==> src/rtl/core/afc_pkg.sv <==
// ----------------------------------------------------------------------------
// afc_pkg
// Shared types and constants for the box versus plane-set cull core.
// ----------------------------------------------------------------------------
package afc_pkg;

    // operation codes carried on tuser
    localparam logic OP_LOAD = 1'b0;
    localparam logic OP_TEST = 1'b1;

    // fixed field widths
    localparam int unsigned COORD_W  = 32;
    localparam int unsigned EXTENT_W = 31;
    localparam int unsigned INDEX_W  = 3;

    // datapath widths: c +/- e, one product, pair sums, full sum
    localparam int unsigned BOX_W  = COORD_W + 1;
    localparam int unsigned PROD_W = COORD_W + BOX_W;
    localparam int unsigned SUM_W  = PROD_W + 1;
    localparam int unsigned TOT_W  = SUM_W + 1;

    // register stages between the plane read and the outside flag
    localparam int unsigned PIPE_DEPTH = 3;
    localparam int unsigned DRAIN_W    = 2;

    // one stored plane
    typedef struct packed {
        logic [COORD_W-1:0] nx;
        logic [COORD_W-1:0] ny;
        logic [COORD_W-1:0] nz;
        logic [COORD_W-1:0] w;
    } plane_t;

    // controller states
    typedef enum logic [1:0] {
        ST_IDLE,
        ST_RUN,
        ST_DRAIN,
        ST_FINISH
    } state_t;

    // controller to datapath commands
    typedef struct packed {
        logic load;    // write one plane into the store
        logic start;   // capture box, clear outside flag
        logic issue;   // read one plane and push it down the pipe
        logic finish;  // load the result register
    } cmd_t;

    // datapath to controller status
    typedef struct packed {
        logic out_stall;  // result register full and not taken
    } status_t;

endpackage

==> src/rtl/core/afc_ctrl.sv <==
// ----------------------------------------------------------------------------
// afc_ctrl
// Sequencer: accepts items, steps through the planes, drains the pipe.
// ----------------------------------------------------------------------------
module afc_ctrl #(
    parameter int unsigned PLANE_COUNT = 8,
    parameter int unsigned IDX_W       = 3
) (
    input  logic               aclk,
    input  logic               aresetn,
    input  logic               s_tvalid,
    input  logic               s_op,
    output logic               s_tready,
    input  afc_pkg::status_t   status,
    output afc_pkg::cmd_t      cmd,
    output logic [IDX_W-1:0]   rd_addr
);

    afc_pkg::state_t                state_reg, state_next;
    logic [IDX_W-1:0]               cnt_reg, cnt_next;
    logic [afc_pkg::DRAIN_W-1:0]    dcnt_reg, dcnt_next;

    // state and counters
    always_ff @(posedge aclk) begin
        if (!aresetn) begin
            state_reg <= afc_pkg::ST_IDLE;
            cnt_reg   <= '0;
            dcnt_reg  <= '0;
        end else begin
            state_reg <= state_next;
            cnt_reg   <= cnt_next;
            dcnt_reg  <= dcnt_next;
        end
    end

    // next state
    always_comb begin
        state_next = state_reg;
        cnt_next   = cnt_reg;
        dcnt_next  = dcnt_reg;
        case (state_reg)
            afc_pkg::ST_IDLE: begin
                if (s_tvalid && s_op == afc_pkg::OP_TEST) begin
                    state_next = afc_pkg::ST_RUN;
                    cnt_next   = '0;
                end
            end
            afc_pkg::ST_RUN: begin
                if (cnt_reg == IDX_W'(PLANE_COUNT - 1)) begin
                    state_next = afc_pkg::ST_DRAIN;
                    dcnt_next  = '0;
                end else begin
                    cnt_next = cnt_reg + 1'b1;
                end
            end
            afc_pkg::ST_DRAIN: begin
                if (dcnt_reg == afc_pkg::DRAIN_W'(afc_pkg::PIPE_DEPTH - 1)) begin
                    state_next = afc_pkg::ST_FINISH;
                end else begin
                    dcnt_next = dcnt_reg + 1'b1;
                end
            end
            afc_pkg::ST_FINISH: begin
                if (!status.out_stall) begin
                    state_next = afc_pkg::ST_IDLE;
                end
            end
            default: begin
                state_next = afc_pkg::ST_IDLE;
            end
        endcase
    end

    // outputs
    always_comb begin
        s_tready   = 1'b0;
        cmd        = '0;
        case (state_reg)
            afc_pkg::ST_IDLE: begin
                s_tready  = 1'b1;
                cmd.load  = s_tvalid && (s_op == afc_pkg::OP_LOAD);
                cmd.start = s_tvalid && (s_op == afc_pkg::OP_TEST);
            end
            afc_pkg::ST_RUN: begin
                cmd.issue = 1'b1;
            end
            afc_pkg::ST_DRAIN: begin
                cmd.issue = 1'b0;
            end
            afc_pkg::ST_FINISH: begin
                cmd.finish = !status.out_stall;
            end
            default: begin
                s_tready = 1'b0;
            end
        endcase
    end

    assign rd_addr = cnt_reg;

endmodule

==> config.mk <==
export PLATFORM = sky130hd
export DESIGN_NAME = afc_ctrl
export DESIGN_NICKNAME = d
export VERILOG_FILES = /design/src/rtl/core/afc_pkg.sv /design/src/rtl/core/afc_ctrl.sv
export SDC_FILE = /design/constraint.sdc
export NUM_CORES = 1
export LEC_CHECK = 0
export BUFFER_PORTS_ARGS = -buffer_cell sky130_fd_sc_hd__buf_2
export CAP_MARGIN = 30
export CORE_AREA = 2 2 39 41
export CTS_CLUSTER_SIZE = 16
export DETAILED_ROUTE_END_ITERATION = 8
export DIE_AREA = 0 0 41 43
export GPL_ROUTABILITY_DRIVEN = 0
export MAX_ROUTING_LAYER = met4
export PLACE_DENSITY = 0.62
export SLEW_MARGIN = 30
export SYNTH_ARGS = -nofsm -noshare
export SYNTH_HDL_FRONTEND = slang
export SYNTH_SLANG_ARGS = --single-unit
export TNS_END_PERCENT = 50
==> constraint.sdc <==
create_clock -name aclk -period 1.9 [get_ports aclk]
set_input_delay 0.38 -clock aclk [delete_from_list [all_inputs] [get_ports aclk]]
set_output_delay 0.38 -clock aclk [all_outputs]
set_load 0.02 [all_outputs]
==> metrics.txt <==
GR Util All Layers 13.7%; Post-Route Setup TNS 0 ns; worst setup skew after layout 0.00276 ns; number of cells produced by synthesis 56; fin crit share 88.5%; core footprint 1380 um2; FILL cells 142; share of cells above drive strength 1 22.2%; number of standard-cell rows in the floorplan 14; total clock sinks 7; largest net degree at the start of global routing 10; routed length per instance 10.7 um; height of the die 43 um; post-synth cell types 20; top library cells by usage in the layout, fill and taps aside 12 x buf_2, 8 x ha_1, 7 x nor2b_1, 7 x dfxtp_1, 6 x nor2_1; CP startpoint kind flip-flop; Hold/Removal Path Class in2reg; vias in the first global route 374; TritonCTS buffer count 3; DIE AREA 1760 um2; Via-to-Cell Ratio 4.76; # DRC 0; result of the run complete, no violations; Critical Path RT 1.52 ns; Final Routed Wirelength 941 um; commonest non-fill, non-tap cell in the layout buf_2; total power of the final layout 763 uW; critical path class reg2out; worst setup path start state_reg[0]; setup-violating endpoint count in the final report 0; pwr dens 1260 nW/um2; Area Growth Syn to Fin 21.2%; CTS tree yes; number of max-cap violations 0; antenna violations before repair 0; Diodes inserted 0; router iterations before antenna repair 4; Final Critical Period 1.68 ns; number of vias in the routed layout 419; Max Fclk 0.594 GHz; wire length of the first global-routing pass 1540 um; total of flip-flops plus latches after synthesis 7; cell chosen for the clock root clkbuf_4; setup repair bufs after CTS 0; average footprint of a synthesized cell 8.94 um2; fin area 607 um2; CTS Buffer Depth 2; worst hold path startpoint aresetn; quantity of gates resized following cts 0; final HPWL from detailed placement 752 um; total standard cell area after synthesis 500 um2; remaining global-route overflow 0; count of hold-fix buffers inserted at cts 0; total I/O pin count 13; minimum setup slack in the final design 0.218 ns; latest clock arrival within the worst-skew pair 0.26 ns; horizontal die dimension 41 um; Hold Violations, Final 0; relative slew slack 76.1%; effective utilization at floorplan 36.2%; Iter 0 DRT Violations 4; worst voltage drop across the vdd grid 0.567 mV; maximum net fanout on the critical path 5; Crit Reg-Reg Startpoint state_reg[1]; number of H-tree levels 1; pin slew with the least headroom to its limit 0.357 ns; number of buffers added on ports 12; final max-slew violation count 0; pre-CTS setup slack 0.216 ns; CP arrival 1.30 ns; category of the worst setup path capture point primary output; syn nets 69; number of routed nets with antenna violations 0; total number of yosys warnings 0; nets@finish 86; unrepaired setup endpoints after global routing false; leakage power figure 0.000304 uW; cell area after placement 581 um2; number of flip-flops under the largest register name 3; Seq/Total Area, Yosys 28.0%; clock slew at reported path FFs 0.06 ns
==> final cells by class <==
cell class / instances / area, um2 / share of cell area (%)
Clock buffer: 4 / 26.3 / 4.33
Inverter: 3 / 11.3 / 1.86
Multi-Input combinational cell: 46 / 349 / 57.5
Sequential cell: 7 / 140 / 23.1
Tap cell: 16 / 20.0 / 3.30
Timing Repair Buffer: 12 / 60.1 / 9.90
==> report_power, final <==
part	internal, uW	switching [uW]
sequential	177	26.3
combinational	175	242
clock	80.6	62.1
total	432	331
==> critical path, cell delays in order (launching register included) <==
cell	delay, ns
dfxtp_1	0.36
inv_1	0.10
ha_1	0.25
and3_1	0.18
buf_2	0.15
==> metrics by stage <==
stage | hold slack, ns | util, % | std cells
2_1_floorplan | 0.468 | - | 56
3_3_place_gp | 0.483 | 42.0 | 84
3_5_place_dp | 0.494 | 42.0 | 84
4_1_cts | 0.418 | 43.9 | 88
5_1_grt | 0.432 | 43.9 | 88
6_report | 0.426 | 43.9 | 88
==> cells by family after synthesis <==
family                   synth area share [%]
flip-flops                               28.0
adder cells (fa/ha/maj)                  20.0
AO/OA/AOI/OAI                            15.0
AND/OR/NAND/NOR                          24.8
multiplexers                             10.0
buffers and inverters                    2.25
==> metal layers <==
metal,share of wire [%],up-vias,wire (um),global-route usage (%)
met4,0,0,0,10.0
li1,-,225,-,-
met1,46,191,430,16.5
met2,51,3,482,19.1
met5,0,-,0,-
met3,3.0,0,28,3.14
==> cell usage after synthesis <==
master | count | share of area, %
nor2_1 | 6 | 4.5
nand2_1 | 3 | 2.2
nor3_1 | 1 | 1.0
o311a_1 | 1 | 2.0
a211o_1 | 1 | 1.8
o31a_1 | 1 | 1.8
and2_1 | 3 | 3.8
a211oi_2 | 1 | 2.5
ha_1 | 8 | 20
a21boi_1 | 2 | 3.0
mux2i_1 | 5 | 10
and3_1 | 1 | 1.3
and2b_1 | 1 | 1.5
dfxtp_1 | 7 | 28
o21ai_1 | 2 | 2.0
and3b_1 | 1 | 1.8
nor2b_1 | 7 | 8.7
inv_1 | 3 | 2.2
o21ai_0 | 1 | 1.0
a21oi_1 | 1 | 1.0
==> final timing paths <==
kind / slack, ns / cells after the start / end
worst min-delay path: 0.43 / 2 / dcnt_reg[1]
worst max-delay path: 0.22 / 4 / cmd[2]
worst max register to register: 0.23 / 5 / state_reg[0]
worst min register to register: 0.50 / 2 / dcnt_reg[0]
No activity file was read; power rests on OpenSTA's default activity.
